## src/rtl/swrl_pkg.sv

```systemverilog
// shared constants and types of the per-key sliding-window rate limiter
package swrl_pkg;

   // table geometry
   localparam int NUM_SLOTS  = 256;
   localparam int SLOT_BITS  = $clog2(NUM_SLOTS);
   localparam int MAX_STAMPS = 8;
   localparam int HEAD_BITS  = $clog2(MAX_STAMPS);
   localparam int COUNT_BITS = $clog2(MAX_STAMPS + 1);
   localparam int TIME_BITS  = 32;
   localparam int ADDR_BITS  = SLOT_BITS + HEAD_BITS;
   localparam int META_BITS  = HEAD_BITS + COUNT_BITS;

   // configuration registers
   localparam int CFG_BITS      = 32;
   localparam int CFG_IDX_BITS  = 1;
   localparam int MAX_CFG_BITS  = 4;
   localparam int WIN_CFG_BITS  = 32;
   localparam logic [CFG_IDX_BITS-1:0] REG_MAX_PER_WINDOW = 1'd0;
   localparam logic [CFG_IDX_BITS-1:0] REG_WINDOW_TICKS   = 1'd1;
   localparam logic [MAX_CFG_BITS-1:0] MAX_PER_WINDOW_RST = 4'd5;
   localparam logic [WIN_CFG_BITS-1:0] WINDOW_TICKS_RST   = 32'd1000;

   // stream payload widths
   localparam int REQ_DATA_BITS = 40;
   localparam int RSP_DATA_BITS = 8;

   // controller to datapath commands
   typedef struct packed {
      logic load_req;
      logic load_meta;
      logic expire_step;
      logic commit;
   } swrl_cmd_type;

   // datapath to controller status
   typedef struct packed {
      logic ring_empty;
      logic stamp_old;
      logic out_full;
   } swrl_sts_type;

endpackage

```

## src/rtl/swrl_ctrl.sv

```systemverilog
// controller state machine: accept, ring lookup, expiry scan, decision
module swrl_ctrl (
   input  logic                  clock,
   input  logic                  reset,
   input  logic                  req_tvalid,
   output logic                  req_tready,
   input  swrl_pkg::swrl_sts_type sts,
   output swrl_pkg::swrl_cmd_type cmd
);

   localparam logic [1:0] ST_IDLE   = 2'd0;
   localparam logic [1:0] ST_META   = 2'd1;
   localparam logic [1:0] ST_SCAN   = 2'd2;
   localparam logic [1:0] ST_DECIDE = 2'd3;

   logic [1:0] state_ff;
   logic [1:0] state_in;

   // next state and commands
   always_comb begin
      state_in        = state_ff;
      cmd             = '0;
      req_tready      = 1'b0;
      unique case (state_ff)
         ST_IDLE: begin
            req_tready = !reset;
            if (req_tvalid && !reset) begin
               cmd.load_req = 1'b1;
               state_in     = ST_META;
            end
         end
         ST_META: begin
            cmd.load_meta = 1'b1;
            state_in      = ST_SCAN;
         end
         ST_SCAN: begin
            if (!sts.ring_empty && sts.stamp_old) begin
               cmd.expire_step = 1'b1;
            end else begin
               state_in = ST_DECIDE;
            end
         end
         ST_DECIDE: begin
            if (!sts.out_full) begin
               cmd.commit = 1'b1;
               state_in   = ST_IDLE;
            end
         end
         default: state_in = ST_IDLE;
      endcase
   end

   // state register
   always_ff @(posedge clock) begin
      if (reset) begin
         state_ff <= ST_IDLE;
      end else begin
         state_ff <= state_in;
      end
   end

endmodule

```

## config.mk

```make
export PLATFORM = sky130hd
export DESIGN_NAME = swrl_ctrl
export DESIGN_NICKNAME = d
export VERILOG_FILES = /design/src/rtl/swrl_pkg.sv /design/src/rtl/swrl_ctrl.sv
export SDC_FILE = /design/constraint.sdc
export NUM_CORES = 1
export LEC_CHECK = 0
export ABC_CLOCK_PERIOD_IN_PS = 1450
export BUFFER_PORTS_ARGS = -buffer_cell sky130_fd_sc_hd__clkbuf_2
export CAP_MARGIN = 20
export CORE_AREA = 2 2 39 41
export CTS_BUF_LIST = sky130_fd_sc_hd__clkbuf_4
export DETAILED_ROUTE_END_ITERATION = 6
export DIE_AREA = 0 0 41 43
export PLACE_DENSITY = 0.46
export SYNTH_ARGS = -nofsm -noshare
export SYNTH_HDL_FRONTEND = slang
export SYNTH_SLANG_ARGS = --single-unit
```

## constraint.sdc

```tcl
create_clock -name clock -period 1.45 [get_ports clock]
set_input_delay 0.3625 -clock clock [delete_from_list [all_inputs] [get_ports clock]]
set_output_delay 0.3625 -clock clock [all_outputs]
set_load 0.01 [all_outputs]
```

# Yosys cells after proc, flatten, opt, wreduce, memory -nomap -nowiden
# Cells that the tools add are included.
word_totals:
  regBits: 2
  word_cells: 25
op_classes:
  eq_ne: 6
  reduce_logical: 6
  mux: 12
ops:
  columns: ["cell", "count"]
  rows:
  - ["$mux 1", 8]
  - ["$pmux 2 s4", 1]
  - ["$mux 2", 3]
  - ["$ne 2x2->1 const B", 3]
  - ["$eq 2x2->1 const B", 2]
  - ["$reduce_and 3->1", 1]
  - ["$eq 2x1->1 const B", 1]
  - ["$logic_and 1x1->1", 2]
  - ["$logic_not 1->1", 2]
  - ["$logic_not 2->1", 1]

# Longest topological paths before layout
logic_depth:
  ltp_word: 4
  mapped_depth: 5
  ltp_nobuf: 5

# Worst setup path before layout
# No wires, ideal clock.
synth_path:
  path_kind: "register to output"
  start: "reg state_ff[0]"
  end: "out cmd[3] (netlist bit)"
  stages_incl_launch_ff: 5
  arrival_ns: 1.066
  path_slack_ns: 0.021
  t_required_ns: 1.087
  cell_sequence: "dfxtp_1 inv_1 ha_1 nor2b_1 and2_1"
synth_lines:
  columns: ["element", "line", "rtl"]
  rows:
  - ["start: declaration", "swrl_ctrl.sv:16", "logic [1:0] state_ff;"]
  - ["start signal: assignment", "swrl_ctrl.sv:58", "state_ff <= state_in;"]
  - ["end: declaration", "swrl_ctrl.sv:8", "output swrl_pkg::swrl_cmd_type cmd"]

==> results.sh <==
export IMPL_slew_headroom=0.838
export IMPL_status="complete, but fails checks"
export IMPL_netlist_area_um2=230
export IMPL_first_global_vias=203
export IMPL_insertedDiodeCount=0
export IMPL_ff2ff_path_depth=6
export IMPL_worstMarginPinSlew_ns=0.242
export IMPL_drv_slew=0
export IMPL_pin_count=11
export IMPL_dieArea_um2=1760
export IMPL_drt_wl_total_um=567
export IMPL_p_leak_nw=0.202
export IMPL_synthMuxAreaShare=0.0870
export IMPL_synth_xor_xnor_area_share=0
export IMPL_overflow=0
export IMPL_die_h_um=43
export IMPL_powerDensity_nw_per_um2=1660
export IMPL_yosysTopAreaCell="ha_1"
export IMPL_yosys_warnings=0
export IMPL_detailed_place_hpwl_um=400
export IMPL_initial_utilization=0.166
export IMPL_dr_pass1_iters=2
export IMPL_port_buffer_count=10
export IMPL_max_freq_ghz=0.664
export IMPL_synth_area_leaders="ha_1 (27%), dfxtp_1 (17%), a221oi_4 (11%)"
export IMPL_nets=52
export IMPL_synth_top_area_share=0.272
export IMPL_cts_hold_buffers=0
export IMPL_die_x_um=41
export IMPL_numCtsBuffers=3
export IMPL_largest_reg_flops=2
export IMPL_post_route_util=0.323
export IMPL_arrival_ns=1.14
export IMPL_holdPathEnd="state_ff[0]"
export IMPL_worstSetupEndpointType="output pin"
export IMPL_clk_pin_slew_worst_paths_ns=0.03
export IMPL_regMostFlops="state_ff"
export IMPL_synth_edf_count=0
export IMPL_synth_compound_area_share=0.147
export IMPL_drtIter0Drc=3
export IMPL_syn_nets=32
export IMPL_area_delta_synth_final_pct=94.0
export IMPL_cts_tree="yes"
export IMPL_rsz0062_at_grt="true"
export IMPL_multi_input_area_um2=230
export IMPL_clock_latency_ns=0.23
export IMPL_synth_top_family_by_area="simple AND/OR/NAND/NOR gates"
export IMPL_finalHoldViolCount=0
export IMPL_fin_skew_ns=0.00654
export IMPL_violations="setup timing"
export IMPL_rows=14
export IMPL_ys_seq_area_frac=0.174
export IMPL_stdcell_count=55
export IMPL_min_path_cells=3
export IMPL_post_synth_fa_ha_maj_area_fraction=0.272
export IMPL_ant_nets=0
export IMPL_maxCapViolCount=0
export IMPL_whs_ns=0.511
export IMPL_synthCells=21
export IMPL_finalSetupViolCount=2
export IMPL_path_max_fanout=4
export IMPL_drive_gt1_frac=0.872
export IMPL_antenna_found_initial=0
export IMPL_ys_seq_elements=2
export IMPL_grt_usage=0.0792
export IMPL_drc=0
export IMPL_vias=209
export IMPL_avgRoutedWirePerCell_um=10.3
export IMPL_r2r_end="state_ff[1]"
export IMPL_startpoint_type="flip-flop"
export IMPL_ir_drop_mv=0.640
export IMPL_reg_top3="state_ff x2"
export IMPL_hp_start="sts[0]"
export IMPL_ff2ff_setup_slack_ns=0.01
export IMPL_finalCriticalPeriod_ns=1.51
export IMPL_place_ws_ns=0.0386
export IMPL_worstReg2RegStart="state_ff[0]"
export IMPL_p_total_uw=740
export IMPL_crit_required_ns=1.09
export IMPL_yosysMostFrequentCell="ha_1"
export IMPL_synthArstFlopShare=0
export IMPL_cts_sinks=2
export IMPL_fp_coreArea_um2=1380
export IMPL_grt_max_degree=7
export IMPL_synth_cell_types=12
export IMPL_regArea_um2=45.0
export IMPL_criticalPathCategory="reg -> out"
export IMPL_post_place_cells=49
export IMPL_hp_class="in -> reg"
export IMPL_htreeDepth=1
export IMPL_synth_simple_area_share=0.288
export IMPL_place_congestion=0.691
export IMPL_clockBufferDepth=2
export IMPL_ys_flop_type="dfxtp_1"
export IMPL_grt_pass1_wl_um=862
export IMPL_syn_avg_cell_area_um2=11.0
export IMPL_fill_cells=144
export IMPL_worst_slack_ns=-0.0565
export IMPL_viasPerCell=3.80
export IMPL_cts_root_buffer="clkbuf_4"
export IMPL_timing_final_crit_share=1.04
==> metrics by stage <==
step / cell area (um2) / setup TNS (ns)
finish: 447 / -0.0997
global route: 447 / -0.334
CTS: 388 / -0.176
detailed placement: 315 / 0
global placement: 315 / 0
floorplan: 230 / 0
==> how the worst max path moves through the flow <==
| stage | depth (start not counted) | slack [ns] | endpoint | start |
|---|---|---|---|---|
| 2_1_floorplan | 4 | 0.02 | cmd[3] | state_ff[0] |
| 3_3_place_gp | 5 | 0.05 | cmd[3] | state_ff[1] |
| 3_5_place_dp | 5 | 0.04 | cmd[3] | state_ff[1] |
| 4_1_cts | 5 | -0.07 | cmd[3] | state_ff[1] |
| 5_1_grt | 5 | -0.10 | cmd[3] | state_ff[1] |
| 6_report | 5 | -0.06 | cmd[3] | state_ff[1] |
==> power by group <==
group | switching, mW | total, mW | internal, mW | leakage, nW
Combinational | 0.187 | 0.488 | 0.300 | 0.171
Clock | 0.0340 | 0.125 | 0.0914 | 0.0138
Sequential | 0.0367 | 0.127 | 0.0901 | 0.0175
==> layer usage <==
metal / GRT usage / share of wire / vias to the layer above
met3: 0.0628 / 0.13 / 0
met4: 0.0400 / 0 / 0
met2: 0.106 / 0.45 / 13
met1: 0.0863 / 0.42 / 90
met5: 0 / 0 / -
li1: - / - / 106
==> repair_timing <==
item | 4_1_cts | 5_1_grt
pin swaps | 3 | 1
buffers inserted | 3 | 0
gates resized for setup | 9 | 17
setup endpoints to repair | 4 | 6
==> area by class of cell <==
cell class / count / area share
Timing Repair Buffer: 15 / 0.261
Multi-Input combinational cell: 17 / 0.515
Clock buffer: 3 / 0.0504
Inverter: 2 / 0.0280
Sequential cell: 2 / 0.101
Tap cell: 16 / 0.0448
==> placed cells by master, fill, tap and decap left out <==
cell type / count
and3b_2: 1
nand2b_1: 1
ha_4: 2
buf_6: 5
nand2b_4: 1
o21bai_1: 1
mux2i_1: 2
or2b_2: 2
clkbuf_4: 3
ha_2: 2
ha_1: 1
dfxtp_4: 1
dfxtp_2: 1
and2_4: 1
clkbuf_2: 6
inv_4: 2
a221oi_4: 1
nor2b_4: 2
buf_4: 4
==> kinds of logic after synthesis <==
| logic type | Yosys count |
|---|---|
| flops | 2 |
| simple gates | 8 |
| mux | 2 |
| buf+inv | 2 |
| compound gates | 2 |
| fa+ha+maj | 5 |
==> critical path, cell delays in order (launching register included) <==
cell and delay, ns:
dfxtp_4 0.37, inv_4 0.04, ha_4 0.15, nor2b_4 0.12
and2_4 0.13, buf_6 0.11
Note: power is estimated with default switching activity, not from simulation.
